## config.mk

```make
export PLATFORM = sky130hd
export DESIGN_NAME = mtxr_div_stage
export DESIGN_NICKNAME = d
export VERILOG_FILES = /design/src/mtxr_pkg.sv /design/src/mtxr_div_stage.sv
export SDC_FILE = /design/constraint.sdc
export NUM_CORES = 1
export LEC_CHECK = 0
export ABC_AREA = 1
export BUFFER_PORTS_ARGS = -buffer_cell sky130_fd_sc_hd__buf_2
export CORE_MARGIN = 2
export CORE_UTILIZATION = 45
export DETAILED_ROUTE_END_ITERATION = 6
export GPL_TIMING_DRIVEN = 0
export PLACE_DENSITY = 0.78
export SLEW_MARGIN = 20
export SYNTH_ARGS = -nofsm -noshare
export SYNTH_HDL_FRONTEND = slang
export SYNTH_SLANG_ARGS = --single-unit
```

## constraint.sdc

```tcl
create_clock -name clk -period 5 [get_ports clk]
set_clock_uncertainty 0.1 [all_clocks]
set_input_delay 1 -clock clk [delete_from_list [all_inputs] [get_ports clk]]
set_output_delay 1 -clock clk [all_outputs]
set_load 0.01 [all_outputs]
```

## src/mtxr_pkg.sv

```systemverilog
// ----------------------------------------------------------------------------
// mtxr_pkg
// Shared types and constants of the mesh/torus XY route decider: channel
// payloads, action codes, register indexes and register reset values.
// ----------------------------------------------------------------------------
`default_nettype none

package mtxr_pkg;

	localparam int unsigned ID_BITS             = 16;
	localparam int unsigned GRID_BITS           = 9;
	localparam int unsigned HOP_BITS            = 16;
	localparam int unsigned DIST_BITS           = 16;
	localparam int unsigned CFG_IDX_BITS        = 3;
	localparam int unsigned CFG_DATA_BITS       = 16;
	localparam int unsigned DIV_STEPS_PER_STAGE = 4;

	localparam logic [ID_BITS-1:0]   SELF_NODE_RESET   = 16'd0;
	localparam logic [GRID_BITS-1:0] GRID_WIDTH_RESET  = 9'd4;
	localparam logic [GRID_BITS-1:0] GRID_HEIGHT_RESET = 9'd4;
	localparam logic                 TORUS_MODE_RESET  = 1'b0;
	localparam logic [HOP_BITS-1:0]  HOP_LIMIT_RESET   = 16'd64;

	typedef enum logic [2:0] {
		ACT_LOCAL      = 3'd0,
		ACT_NORTH      = 3'd1,
		ACT_SOUTH      = 3'd2,
		ACT_EAST       = 3'd3,
		ACT_WEST       = 3'd4,
		ACT_DROP_HOPS  = 3'd5,
		ACT_DROP_ROUTE = 3'd6
	} action_t;

	typedef enum logic [CFG_IDX_BITS-1:0] {
		REG_SELF_NODE   = 3'd0,
		REG_GRID_WIDTH  = 3'd1,
		REG_GRID_HEIGHT = 3'd2,
		REG_TORUS_MODE  = 3'd3,
		REG_HOP_LIMIT   = 3'd4
	} cfg_reg_t;

	typedef struct packed {
		logic                req_type;
		logic [ID_BITS-1:0]  dest_id;
		logic [HOP_BITS-1:0] hops_taken;
	} req_t;

	typedef struct packed {
		action_t              action;
		logic [HOP_BITS-1:0]  new_hop_count;
		logic [DIST_BITS-1:0] hop_distance;
	} rsp_t;

	typedef struct packed {
		logic [CFG_IDX_BITS-1:0]  index;
		logic [CFG_DATA_BITS-1:0] data;
	} cfg_t;

	// Per-packet results settled at the input stage, carried alongside the divide.
	typedef struct packed {
		logic                drop_hops;
		logic                is_local;
		logic [HOP_BITS-1:0] new_hops;
	} side_t;

endpackage

`default_nettype wire

```

## src/mtxr_div_stage.sv

```systemverilog
// ----------------------------------------------------------------------------
// mtxr_div_stage
// One register stage of the restoring divider that splits this node's id and
// the destination id into column (remainder) and row (quotient) by the width.
// ----------------------------------------------------------------------------
`default_nettype none

module mtxr_div_stage #(
	parameter int unsigned ID_W   = 16,
	parameter int unsigned GRID_W = 9,
	parameter int unsigned STEPS  = 4
) (
	input  logic               clk,
	input  logic               arst_n,
	input  logic [GRID_W-1:0]  divisor,
	input  logic               up_valid,
	output logic               up_ready,
	input  logic [GRID_W-1:0]  up_self_rem,
	input  logic [ID_W-1:0]    up_self_quo,
	input  logic [GRID_W-1:0]  up_dest_rem,
	input  logic [ID_W-1:0]    up_dest_quo,
	input  mtxr_pkg::side_t    up_side,
	output logic               dn_valid,
	input  logic               dn_ready,
	output logic [GRID_W-1:0]  dn_self_rem,
	output logic [ID_W-1:0]    dn_self_quo,
	output logic [GRID_W-1:0]  dn_dest_rem,
	output logic [ID_W-1:0]    dn_dest_quo,
	output mtxr_pkg::side_t    dn_side
);

	logic [GRID_W-1:0] self_rem_d;
	logic [ID_W-1:0]   self_quo_d;
	logic [GRID_W-1:0] dest_rem_d;
	logic [ID_W-1:0]   dest_quo_d;

	// The quotient word shifts left: dividend bits leave at the top and quotient
	// bits enter at the bottom.
	function automatic logic [GRID_W+ID_W-1:0] div_step(
		input logic [GRID_W-1:0] rem,
		input logic [ID_W-1:0]   quo,
		input logic [GRID_W-1:0] d
	);
		logic [GRID_W:0] t;
		logic            take;
		t    = {rem, quo[ID_W-1]};
		take = (t >= {1'b0, d});
		if (take) begin
			t = t - {1'b0, d};
		end
		return {t[GRID_W-1:0], quo[ID_W-2:0], take};
	endfunction

	always_comb begin
		self_rem_d = up_self_rem;
		self_quo_d = up_self_quo;
		dest_rem_d = up_dest_rem;
		dest_quo_d = up_dest_quo;
		for (int i = 0; i < int'(STEPS); i++) begin
			{self_rem_d, self_quo_d} = div_step(self_rem_d, self_quo_d, divisor);
			{dest_rem_d, dest_quo_d} = div_step(dest_rem_d, dest_quo_d, divisor);
		end
	end

	assign up_ready = !dn_valid || dn_ready;

	always_ff @(posedge clk or negedge arst_n) begin
		if (!arst_n) begin
			dn_valid <= 1'b0;
		end else if (up_ready) begin
			dn_valid <= up_valid;
		end
	end

	always_ff @(posedge clk) begin
		if (up_valid && up_ready) begin
			dn_self_rem <= self_rem_d;
			dn_self_quo <= self_quo_d;
			dn_dest_rem <= dest_rem_d;
			dn_dest_quo <= dest_quo_d;
			dn_side     <= up_side;
		end
	end

endmodule

`default_nettype wire

```

== Word-level counts from Yosys, hierarchy flattened ==
Cells that the tools add are included.

* Bits in registers: 69

* Magnitude comparators: 8
* Add/subtract/negate cells: 8
* Muxes and demuxes: 8
* Reductions and logical operators: 3

{| class="wikitable"
|+ Operators with widths
! operator !! count
|-
| 10-bit by 9-bit >= comparator with 1-bit output || 8
|-
| 9-bit two-way mux || 8
|-
| 9-bit subtractor || 8
|-
| 1-bit logical AND || 1
|-
| 1-bit logical NOT || 1
|-
| 1-bit logical OR || 1
|}

== Longest topological paths before layout ==
Gate-level depths: netlist of run 1.

* Word-level depth: 8
* Gate-level depth with buffers: 49
* Depth with buffers taken out: 47

== Least setup slack after synthesis of run 1 ==
OpenSTA, ideal clock, no wires.

* Kind: input to register
* From: in divisor[1]
* To: reg dn_dest_rem[0] (data pin)
* Path buffers: 2
* Arrival time: 6.961 ns
* Path slack: -2.191 ns
* Cell stages on the path: 44
* Path through: inv_1 -> ha_1 -> nand2_1 -> inv_1 -> nand3_2 -> nand2_4 -> nor2_4 -> nand2_2 -> o21ai_0 -> inv_1 -> fa_1 -> inv_1 -> nand3_1 -> nand2_1 -> nand2_1 -> nand2_1 -> a21oi_4 -> nand2_2 -> (+8 left out) -> inv_1 -> nand2_1 -> nand3_1 -> a21oi_1 -> nand3_2 -> buf_6 -> nand2_1 -> nand2_1 -> fa_1 -> nand3_1 -> nand3_1 -> a21oi_1 -> o21ai_0 -> a21boi_0 -> inv_1 -> a21oi_4 -> nand3_1 -> nand2_1

* Word-level cells in the longest chain between the ends: 8

{| class="wikitable"
|+ Ends and longest elaborated chain
! item !! RTL line !! source
|-
| start, declared || mtxr_div_stage.sv:15 || <nowiki>input logic [GRID_W-1:0] divisor,</nowiki>
|-
| 10-bit by 9-bit >= comparator with 1-bit output * || mtxr_div_stage.sv:47 || <nowiki>take = (t >= {1'b0, d});</nowiki>
|-
| net dest_quo_d[3] || mtxr_div_stage.sv:35 || <nowiki>logic [ID_W-1:0] dest_quo_d;</nowiki>
|-
| 9-bit two-way mux * || mtxr_div_stage.sv:48 || <nowiki>if (take) begin</nowiki>
|-
| 9-bit subtractor or 10-bit by 9-bit >= comparator with 1-bit output (tied branches) || mtxr_div_stage.sv:49, mtxr_div_stage.sv:47 ||
|-
| 9-bit two-way mux * || mtxr_div_stage.sv:48 ||
|-
| 10-bit by 9-bit >= comparator with 1-bit output * || mtxr_div_stage.sv:47 ||
|-
| net dest_quo_d[1] || mtxr_div_stage.sv:35 ||
|-
| 9-bit two-way mux * || mtxr_div_stage.sv:48 ||
|-
| 10-bit by 9-bit >= comparator with 1-bit output * || mtxr_div_stage.sv:47 ||
|-
| 9-bit two-way mux * || mtxr_div_stage.sv:48 ||
|-
| net dest_rem_d[0] || mtxr_div_stage.sv:34 || <nowiki>logic [GRID_W-1:0] dest_rem_d;</nowiki>
|-
| end signal, assigned || mtxr_div_stage.sv:79 || <nowiki>dn_dest_rem <= dest_rem_d;</nowiki>
|-
| end, declared || mtxr_div_stage.sv:27 || <nowiki>output logic [GRID_W-1:0] dn_dest_rem,</nowiki>
|}

Mark *: on every way through the listed nets, which the timed path passes. The rest lies on a longest branch.
A chain may end at the register's enable or synchronous reset.

== Worst setup path after layout of run 1 ==
* From: in up_dest_quo[15]
* To: reg dn_dest_rem[8] (data pin)

* Word-level cells in the longest chain between the ends: 8

{| class="wikitable"
|+ Ends and longest elaborated chain
! item !! RTL line !! source
|-
| start, declared || mtxr_div_stage.sv:21 || <nowiki>input logic [ID_W-1:0] up_dest_quo,</nowiki>
|-
| 10-bit by 9-bit >= comparator with 1-bit output * || mtxr_div_stage.sv:47 ||
|-
| net dest_quo_d[3] || mtxr_div_stage.sv:35 ||
|-
| 9-bit two-way mux * || mtxr_div_stage.sv:48 ||
|-
| 9-bit subtractor or 10-bit by 9-bit >= comparator with 1-bit output (tied branches) || mtxr_div_stage.sv:49, mtxr_div_stage.sv:47 ||
|-
| 9-bit two-way mux * || mtxr_div_stage.sv:48 ||
|-
| 9-bit subtractor or 10-bit by 9-bit >= comparator with 1-bit output (tied branches) || mtxr_div_stage.sv:49, mtxr_div_stage.sv:47 ||
|-
| 9-bit two-way mux * || mtxr_div_stage.sv:48 ||
|-
| 9-bit subtractor or 10-bit by 9-bit >= comparator with 1-bit output (tied branches) || mtxr_div_stage.sv:49, mtxr_div_stage.sv:47 ||
|-
| 9-bit two-way mux * || mtxr_div_stage.sv:48 ||
|-
| net dest_rem_d[8] || mtxr_div_stage.sv:34 ||
|}

Marks and branches as above.

==> reports/metrics.yaml, run 1 <==
finish:
  design_area_mm2: 0.01089
  layout_commonest_cell: "nand2_1"
  multi_input_area_mm2: 0.005498
  syn_to_final_growth_pct: 66.70
  fillers: 867
  diodes: 0
  final_cell_mix: "169 x nand2_1, 145 x buf_2, 144 x buf_4"
  register_area_mm2: 0.002067
  drive_gt1_frac: 0.5629
  nets: 1300
yosys:
  ys.flop_type: "edfxtp_1"
  async_flop_share: 0.01449
  synth_xor_area_frac: 0.06166
  yosys_warnings: 0
  yosys_register_bits: 69
  synth_fa_ha_area_frac: 0.1624
  ys_seq_area_frac: 0.3164
  synth.avg_cell_area_um2: 8.086
  synth_cell_types: 40
  synth_edf_count: 68
  synth_compound_area_frac: 0.09651
  synth_mux_area_frac: 0
  syn_inst: 808
  synth_simple_gate_area_share: 0.2922
  synth_nets: 969
  synth_top_family_by_area: "simple AND/OR/NAND/NOR gates"
  syn_area_mm2: 0.006534
worst_setup_path:
  rr_endpoint: "dn_side[13]$_DFFE_PP_"
  cpMostUsedCell: "nand2_2"
  critical_path_peak_fanout: 6
  worstSetupPathType: "in2reg"
  r2r_cells: 4
  crit_required_ns: 5.10
  slowest_delay_ns: 0.34
  reg2reg_slack_ns: 3.12
  cp.arrival_ns: 6.93
  crit_path_top_delay_cell: "fa_2"
  endpoint_kind: "flip-flop"
  cp-start-kind: "input port"
  reg2reg_from: "dn_valid$_DFFE_PN0N_"
place:
  post_dp_cell_area_mm2: 0.007898
  gp_congestion: 0.9162
  hpwl_um: 12790
  io_buffers: 150
drt:
  vias_per_cell: 5.360
  wl_per_cell_um: 16.86
  vias: 7118
  route.detailed.drc: 0
  wl_um: 22390
  ant_nets: 0
  drt_iter0_drc: 524
  firstDrtPassIters: 7
clocking:
  htree_levels: 3
  clockRootBuffer: "clkbuf_16"
  cts_inserted_buffers: 9
  cts_tree: "done"
  path_clk_slew_ns: 0.06
  clock_latency_ns: 0.33
  clockBufferDepth: 2
  cts.sinks: 69
  hold_buffers: 0
min_path:
  hold_class: "in2async"
timing:
  finalSetupViolCount: 22
  slew_violations: 0
  finalHoldViolCount: 0
  worstMarginPinSlew_ns: 0.5164
  fmax_ghz: 0.1463
  worst_slack_ns: -1.836
  finalSetupTns_ns: -33.66
  slew_headroom: 0.6550
  fin_crit_sh: 1.367
  rsz0062_at_grt: "true"
  period_needed_ns: 6.836
die:
  io_pins: 151
  core_mm2: 0.01437
  start_util: 0.4547
  die_h_um: 124.5
  die_w_um: 124.5
  dieArea_mm2: 0.01550
  row_count: 44
status:
  outcome: "complete, but fails checks"
  violations: "negative setup slack"
power:
  power.density_mw_per_mm2: 653.7
  total_power_uw: 7120
  ir_drop_uv: 347.4
  leakage_uw: 0.005112
global_route:
  grtUsageTotal: 0.2494
  grt-ovfl-total: 0
  grt_pass1_wl_um: 31820
  grt_pass1_vias: 6742
  grt_max_degree: 27
  grt_antenna_before_repair: 0
flow_run:
  maxCapViolCount: 0
[layer usage]
layer / up-vias / part of all wire / global-route usage
met5: - / 0 / 0
met4: 0 / 0.030 / 0.07667
met3: 59 / 0.064 / 0.03436
met2: 322 / 0.51 / 0.4529
met1: 3372 / 0.40 / 0.3054
li1: 3365 / - / -
[report_power, final]
group / switching [uW] / internal [uW] / leakage [uW] / total, uW
logic: 3040 / 2440 / 0.00429 / 5480
registers: 27.2 / 892 / 0.000657 / 920
clock network: 239 / 487 / 0.000164 / 726
total: 3300 / 3820 / 0.00511 / 7120
[cells in the mapped netlist, types with 2 or more instances]
cell      number  area share
a21o_1         4      0.0046
a21boi_0       2      0.0023
inv_1        103       0.059
nand3b_1       3      0.0034
o21ai_0       14       0.011
a21oi_1       35       0.027
o211ai_1       2      0.0023
o21ai_1        2      0.0015
a31o_2         2      0.0027
nand3_1       50       0.038
o21bai_1       3      0.0034
xor2_1        27       0.036
nand2_2       22       0.021
nand2_4        4      0.0069
nor3_1        10      0.0077
fa_1           8       0.025
a31oi_1        7      0.0067
ha_1          72        0.14
buf_6          3      0.0052
a21oi_4        4       0.010
xnor2_1       19       0.025
nand3_2        9       0.014
inv_2          4      0.0023
nor2_1        31       0.018
nor2_4         4      0.0069
a21oi_2        4      0.0054
nand2_1      251        0.14
nand4_1        9      0.0086
or2_2          5      0.0048
edfxtp_1      68        0.31
nor2_8         2      0.0061
o21ai_2       14       0.019
nand3_4        4       0.011
[stage by stage]
| stage | std cells | hold WS, ns | util | setup slack [ns] |
|---|---|---|---|---|
| 2_1_floorplan | 808 | 0.5094 | - | -1.606 |
| 3_3_place_gp | 1142 | 0.3897 | 0.5431 | -2.839 |
| 3_5_place_dp | 1145 | 0.4746 | 0.5496 | -2.939 |
| 4_1_cts | 1288 | 0.3322 | 0.7081 | -1.321 |
| 5_1_grt | 1328 | 0.3258 | 0.7580 | -2.005 |
| 6_report | 1328 | 0.3327 | 0.7580 | -1.836 |
[worst max-delay path: cells and delay by family]
family                   cells  cell delay, ns
AND/OR/NAND/NOR             23            2.33
AO/OA/AOI/OAI                8            1.34
buffers and inverters       10            0.99
adder cells (fa/ha/maj)      5            1.24
[cell type report]
cell class / count / area share
inverter: 107 / 0.04101
tap: 184 / 0.02114
clock inverter: 6 / 0.01022
timing repair buffer: 318 / 0.2071
sequential: 69 / 0.1898
multi-input combinational: 630 / 0.5048
buffer: 4 / 0.004940
clock buffer: 10 / 0.02102
[how the worst max path moves through the flow]
stage | slack, ns | cells after the start | endpoint | start
floorplan | -1.61 | 43 | dn_dest_rem[0]$_DFFE_PP_ | divisor[3]
global placement | -2.84 | 43 | dn_self_rem[2]$_DFFE_PP_ | divisor[1]
detailed placement | -2.94 | 43 | dn_self_rem[4]$_DFFE_PP_ | divisor[1]
CTS | -1.32 | 46 | dn_dest_rem[8]$_DFFE_PP_ | up_dest_quo[15]
global route | -2.00 | 47 | dn_dest_rem[4]$_DFFE_PP_ | up_dest_quo[15]
finish | -1.84 | 46 | dn_dest_rem[8]$_DFFE_PP_ | up_dest_quo[15]
[registers in the layout (all words and copies together), names as in the netlist]
register,count
dn_dest_rem,9
dn_dest_quo,16
dn_side,18
dn_valid,1
dn_self_rem,9
dn_self_quo,16
[cell families (layout without fill, tap and decap cells)]
family / after synthesis / after routing
buffers and inverters: 113 / 445
AND/OR/NAND/NOR: 406 / 408
adder cells (fa/ha/maj): 80 / 80
flip-flops: 69 / 69
XOR/XNOR: 46 / 46
AO/OA/AOI/OAI: 94 / 96
[repair_timing]
action	4_1_cts	5_1_grt
setup buffers	123	42
gates resized for setup	163	111
gates cloned	7	1
pin swaps	110	86
hold endpoints to repair	0	0
endpoints found under the setup margin	22	22
(Power assumes the default switching activity.)
==> inputs of run 2 (changes only) <==
Settings changed: SKIP_LAST_GASP set to 1.
==> run 2 against run 1 <==
Effect of this change: the flow still finishes with violations (negative setup slack); clock power about the same; global-route usage unchanged; sequential cell count unchanged; non-clock buffer count unchanged; worst setup slack better by 0.025 ns; die area unchanged; critical path depth unchanged; first-iteration DRC count down 0.76%; sequential share of layout area about the same; core utilization about the same; fmax up 0.36%; total power about the same; critical endpoint unchanged; largest power group unchanged.
==> reports/metrics.yaml, run 2 (synthesis gave the netlist of run 1 again) <==
drt:
  vias: 7137  # +0.27%
  wl_um: 22520  # +0.60%
  ant_nets: 0  # unchanged
  vias_per_cell: 5.374  # +0.27%
  wl_per_cell_um: 16.96  # +0.60%
  route.detailed.drc: 0  # unchanged
  firstDrtPassIters: 5  # -2
  drt_iter0_drc: 520  # -0.76%
global_route:
  grt_pass1_vias: 6742  # unchanged
  grt_pass1_wl_um: 31820  # unchanged
  grt_antenna_before_repair: 0  # unchanged
  grtUsageTotal: 0.2494  # unchanged
  grt_max_degree: 27  # unchanged
  grt-ovfl-total: 0  # unchanged
status:
  outcome: "complete, but fails checks"
  violations: "negative setup slack"
timing:
  slew_violations: 0  # unchanged
  worst_slack_ns: -1.812  # +0.02473 ns
  whs_ns: 0.3353  # +0.002609 ns
  finalSetupViolCount: 22  # unchanged
  slew_headroom: 0.6559  # +0.0008610
  fmax_ghz: 0.1468  # +0.36%
  rsz0062_at_grt: "true"
  period_needed_ns: 6.812  # -0.02473 ns
  fin_crit_sh: 1.362  # -0.004946
  finalSetupTns_ns: -33.93  # -0.2711 ns
  finalHoldViolCount: 0  # unchanged
  worstMarginPinSlew_ns: 0.5151  # -0.001289 ns
min_path:
  hold_class: "in2async"
finish:
  nets: 1300  # unchanged
  syn_to_final_growth_pct: 66.66  # about the same
  largest_reg_flops: 18  # unchanged
  diodes: 0  # unchanged
  top_register: "dn_side"
  top_regs: "dn_side: 18 flops, dn_dest_quo: 16 flops, dn_self_quo: 16 flops"
  final_cell_mix: "170 x nand2_1, 145 x buf_2, 144 x buf_4"
  drive_gt1_frac: 0.5621  # -0.0008741
  layout_commonest_cell: "nand2_1"
die:
  die_h_um: 124.5  # unchanged
  io_pins: 151  # unchanged
  core_mm2: 0.01437  # unchanged
  die_w_um: 124.5  # unchanged
  dieArea_mm2: 0.01550  # unchanged
  row_count: 44  # unchanged
  start_util: 0.4547  # unchanged
worst_setup_path:
  cpLargestDelayFamily: "simple AND/OR/NAND/NOR gates"
  crit_required_ns: 5.09  # about the same
  endpoint_kind: "flip-flop"
  crit_buf_inv: 9  # -1
  cp-start-kind: "input port"
  cp.arrival_ns: 6.90  # -0.03 ns
  slowest_delay_ns: 0.34  # about the same
  critical_path_peak_fanout: 6  # unchanged
  crit_path_top_delay_cell: "fa_2"
  worstSetupPathType: "in2reg"
  cpMostUsedCell: "nand2_2"
clocking:
  cts_inserted_buffers: 9  # unchanged
  clockRootBuffer: "clkbuf_16"
  clockBufferDepth: 2  # unchanged
  path_clk_slew_ns: 0.06  # about the same
  cts.sinks: 69  # unchanged
  cts_tree: "done"
  htree_levels: 3  # unchanged
  clock_latency_ns: 0.33  # about the same
place:
  hpwl_um: 12790  # unchanged
  io_buffers: 150  # unchanged
  gp_congestion: 0.9162  # unchanged
power:
  ir_drop_uv: 347.6  # about the same
  leakage_uw: 0.005111  # about the same
  power.density_mw_per_mm2: 653.9  # about the same
flow_run:
  maxCapViolCount: 0  # unchanged
run 2: cell types whose count changed in the layout (fill, tap and decap cells not counted):
cell,change
nand2_1,+1
nand2_2,-1
run 2: final timing paths:
| check | from | endpoint | slack [ns] | depth (start not counted) |
|---|---|---|---|---|
| max in group asynchronous | arst_n | dn_valid$_DFFE_PN0N_ | 4.38 | 1 |
| min | arst_n | dn_valid$_DFFE_PN0N_ | 0.34 | 1 |
| min in group clk | dn_valid$_DFFE_PN0N_ | dn_valid$_DFFE_PN0N_ | 0.49 | 2 |
| max reg2reg | dn_valid$_DFFE_PN0N_ | dn_self_rem[4]$_DFFE_PP_ | 3.12 | 4 |
| min reg2reg | dn_valid$_DFFE_PN0N_ | dn_valid$_DFFE_PN0N_ | 0.49 | 2 |
| max | up_dest_quo[15] | dn_dest_rem[8]$_DFFE_PP_ | -1.81 | 46 |
run 2: per-stage QoR:
| stage | area, um^2 | total power (uW) | worst slack [ns] | cells | util |
|---|---|---|---|---|---|
| after CTS | 10170 | 5982 | -1.321 | 1288 | 0.7081 |
| after floorplan | 6823 | 3527 | -1.606 | 808 | - |
| after global placement | 7804 | 4123 | -2.839 | 1142 | 0.5431 |
| after detailed placement | 7898 | 4180 | -2.939 | 1145 | 0.5496 |
| final | 10890 | 7120 | -1.812 | 1328 | 0.7578 |
| after global routing | 10890 | 7541 | -1.995 | 1328 | 0.7578 |
run 2: worst register-to-register path, delay by kind of cell, from the launching register on:
family / cells / cell delay, ns
buf+inv: 3 / 0.60
compound gates: 1 / 0.47
flops: 1 / 0.42
run 2: power breakdown:
part	switching, uW	internal (uW)	total [uW]	leakage [uW]
clock network	238	487	725	0.000164
logic	3040	2440	5480	0.00429
registers	27.3	892	920	0.000657
total	3300	3820	7120	0.00511
run 2: repair_timing:
item / 4_1_cts / 5_1_grt
hold buffers: 0 / 0
cloned: 7 / 1
setup buffers: 123 / 42
setup endpoints to repair: 22 / 22
pin swaps: 110 / 86
gates resized for setup: 163 / 110
run 2: cell type report:
cell class	count	area, um^2
plain buffers	4	53.80
clock buffers	10	229.0
clock inverters	6	111.4
fillers	867	3480
inverters	107	446.7
multi-input cells	630	5495
flip-flops and latches	69	2067
well taps	184	230.2
repair buffers	318	2256
run 2: routing by layer:
metal / GRT usage / vias to the layer above / wire (um)
li1: - / 3367 / -
met1: 0.3054 / 3388 / 9100
met2: 0.4529 / 325 / 11440
met3: 0.03436 / 57 / 1277
met4: 0.07667 / 0 / 702
met5: 0 / - / 0
==> inputs of run 3 (changes only) <==
Settings changed: CORE_MARGIN 2 to unset, CTS_CLUSTER_SIZE set to 30, SKIP_CTS_REPAIR_TIMING set to 1.
==> run 3 against run 2 <==
Effect of this change: clock power fell by 8.7%; die area fell by 3.2%; worst hold slack got worse by 0.00097 ns; fmax fell by 0.78%; final area barely moved; count of clock-buffer cells in the layout did not move; the flow still finishes with violations (negative setup slack); critical path type unchanged; register-to-register slack improved by 0.11 ns; global-route usage fell by 3.5 points; largest power group unchanged; core utilization rose by 1.8 points.
==> reports/metrics.yaml, run 3 (synthesis gave the netlist of run 1 again) <==
drt:
  wl_per_cell_um: 17.35  # +2.3%
  drt_iter0_drc: 470  # -9.6%
  vias_per_cell: 5.426  # +0.96%
  vias: 7048  # -1.2%
  wl_met3_um: 1428  # +12%
  firstDrtPassIters: 5  # unchanged
  route.detailed.drc: 0  # unchanged
  ant_nets: 0  # unchanged
  wl_met2_um: 11450  # about the same
  highest-signal-layer: "met4"
  wl_met1_um: 8841  # -2.8%
  wl_um: 22540  # about the same
timing:
  worst_slack_ns: -1.865  # -0.05320 ns
  finalSetupViolCount: 22  # unchanged
  fin_crit_sh: 1.373  # +0.01064
  finalHoldViolCount: 0  # unchanged
  worstMarginPinSlew_ns: 0.4726  # -0.04243 ns
  period_needed_ns: 6.865  # +0.05320 ns
  fmax_ghz: 0.1457  # -0.78%
  slew_violations: 0  # unchanged
  rsz0062_at_grt: "true"
  slew_headroom: 0.6816  # +0.02572
clocking:
  cts_tree: "done"
  clockRootBuffer: "clkbuf_16"
  cts.sinks: 69  # unchanged
  cts_inserted_buffers: 9  # unchanged
  path_clk_slew_ns: 0.05  # about the same
  clockBufferDepth: 2  # unchanged
  htree_levels: 3  # unchanged
  clock_latency_ns: 0.33  # about the same
place:
  gp_congestion: 0.8959  # -2.2%
  place_ws_ns: -2.822  # +0.1170 ns
  hpwl_um: 12680  # -0.93%
  io_buffers: 150  # unchanged
worst_setup_path:
  cpLargestDelayFamily: "simple AND/OR/NAND/NOR gates"
  crit_buf_inv: 9  # unchanged
  cpMostUsedCell: "nand2_2"
  worstSetupPathType: "in2reg"
  slowest_delay_ns: 0.41  # +0.07 ns
  cp-start-kind: "input port"
  cp.arrival_ns: 6.96  # +0.06 ns
  crit_required_ns: 5.09  # about the same
  crit_path_top_delay_cell: "fa_2"
  critical_path_peak_fanout: 8  # +2
  endpoint_kind: "flip-flop"
power:
  ir_drop_uv: 317.3  # -8.7%
  switchingPower_uw: 3164  # -4.2%
  sw_frac_of_total: 0.4700  # +0.006089
  leakage_uw: 0.005023  # -1.7%
  pwr-share-seq: 0.136  # +0.007
  intPower_uw: 3568  # -6.5%
  total_power_uw: 6732  # -5.5%
  p_clk_frac: 0.098  # -0.004
  power.density_mw_per_mm2: 618.3  # -5.4%
  combPwrFrac: 0.765  # -0.004
flow_run:
  maxCapViolCount: 0  # unchanged
status:
  violations: "negative setup slack"
  outcome: "complete, but fails checks"
finish:
  final_cell_mix: "160 x nand2_1, 142 x buf_2, 116 x buf_4"
  register_area_mm2: 0.002067  # unchanged
  drive_gt1_frac: 0.5702  # +0.008089
  multi_input_area_mm2: 0.005632  # +2.5%
  top_register: "dn_side"
  nets: 1276  # -1.8%
  layout_commonest_cell: "nand2_1"
  diodes: 0  # unchanged
  top_regs: "dn_side: 18 flops, dn_dest_quo: 16 flops, dn_self_quo: 16 flops"
  syn_to_final_growth_pct: 66.64  # about the same
  largest_reg_flops: 18  # unchanged
  fillers: 837  # -3.5%
global_route:
  grt_antenna_before_repair: 0  # unchanged
  grt_pass1_wl_um: 25270  # -21%
  grt_pass1_vias: 5465  # -19%
  grt_max_degree: 27  # unchanged
  grtUsageTotal: 0.2145  # -0.03487
  grt-ovfl-total: 0  # unchanged
die:
  io_pins: 151  # unchanged
  start_util: 0.4653  # +0.01057
  core_mm2: 0.01404  # -2.3%
  row_count: 43  # -2.3%
  die_w_um: 122.5  # -1.6%
  die_h_um: 122.5  # -1.6%
  dieArea_mm2: 0.01501  # -3.2%
min_path:
  hold_class: "in2async"
==> run 3: cell count changes in the layout (fill, tap and decap cells not counted), moves of 3 or more <==
cell	change
buf_4	-28
nand3_1	-6
nand2_1	-10
buf_2	-3
a21oi_2	+4
nand2_4	+7
a21oi_1	-5
clkbuf_16	+4
nand2_2	+3
nand3_4	+3
nor2_1	-3
==> run 3: worst paths after layout <==
check / start / endpoint / slack, ns / cells past startpoint
min in group clk: dn_valid$_DFFE_PN0N_ / dn_valid$_DFFE_PN0N_ / 0.48 / 2
worst min-delay path: arst_n / dn_valid$_DFFE_PN0N_ / 0.33 / 1
max in group asynchronous: arst_n / dn_valid$_DFFE_PN0N_ / 4.38 / 1
worst max register to register: dn_valid$_DFFE_PN0N_ / dn_dest_quo[5]$_DFFE_PP_ / 3.23 / 4
worst min register to register: dn_valid$_DFFE_PN0N_ / dn_valid$_DFFE_PN0N_ / 0.48 / 2
worst max-delay path: divisor[5] / dn_dest_rem[8]$_DFFE_PP_ / -1.86 / 44
==> run 3: power by group through the flow <==
stage / combinational (uW) / sequential (uW) / clock, uW
after global routing: 5500 / 928 / 694
after global placement: 3170 / 932 / 0
final: 5150 / 917 / 662
after floorplan: 2520 / 1000 / 0
after CTS: 3280 / 920 / 669
after detailed placement: 3250 / 930 / 0
==> run 3: per-layer routing <==
metal / track usage / vias to the layer above
met2: 0.3585 / 328
li1: - / 3319
met3: 0.03578 / 76
met1: 0.2831 / 3325
met4: 0.06250 / 0
met5: 0 / -
==> run 3: worst reg2reg max path: cells and delay by family (launching register included) <==
| kind | cells | cell delay, ns |
|---|---|---|
| DFF | 1 | 0.41 |
| buffers and inverters | 3 | 0.59 |
| AOI/OAI and AO/OA | 1 | 0.36 |
==> run 3: through the flow <==
stage	instances	setup TNS, ns	util	instance area, um^2	hold WS [ns]
2_1_floorplan	808	-31.99	-	6823	0.5094
3_3_place_gp	1138	-148.98	0.5554	7799	0.3893
3_5_place_dp	1141	-57.86	0.5621	7893	0.4728
4_1_cts	1156	-50.84	0.5838	8198	0.3325
5_1_grt	1299	-39.11	0.7754	10890	0.3283
6_report	1299	-34.48	0.7754	10890	0.3343
==> run 3: cell type report <==
type / count / area share
Buffer: 6 / 0.008044
Clock buffer: 10 / 0.02103
Clock inverter: 5 / 0.007010
Inverter: 107 / 0.04080
Multi-Input combinational cell: 631 / 0.5172
Sequential cell: 69 / 0.1898
Tap cell: 180 / 0.02068
Timing Repair Buffer: 291 / 0.1954
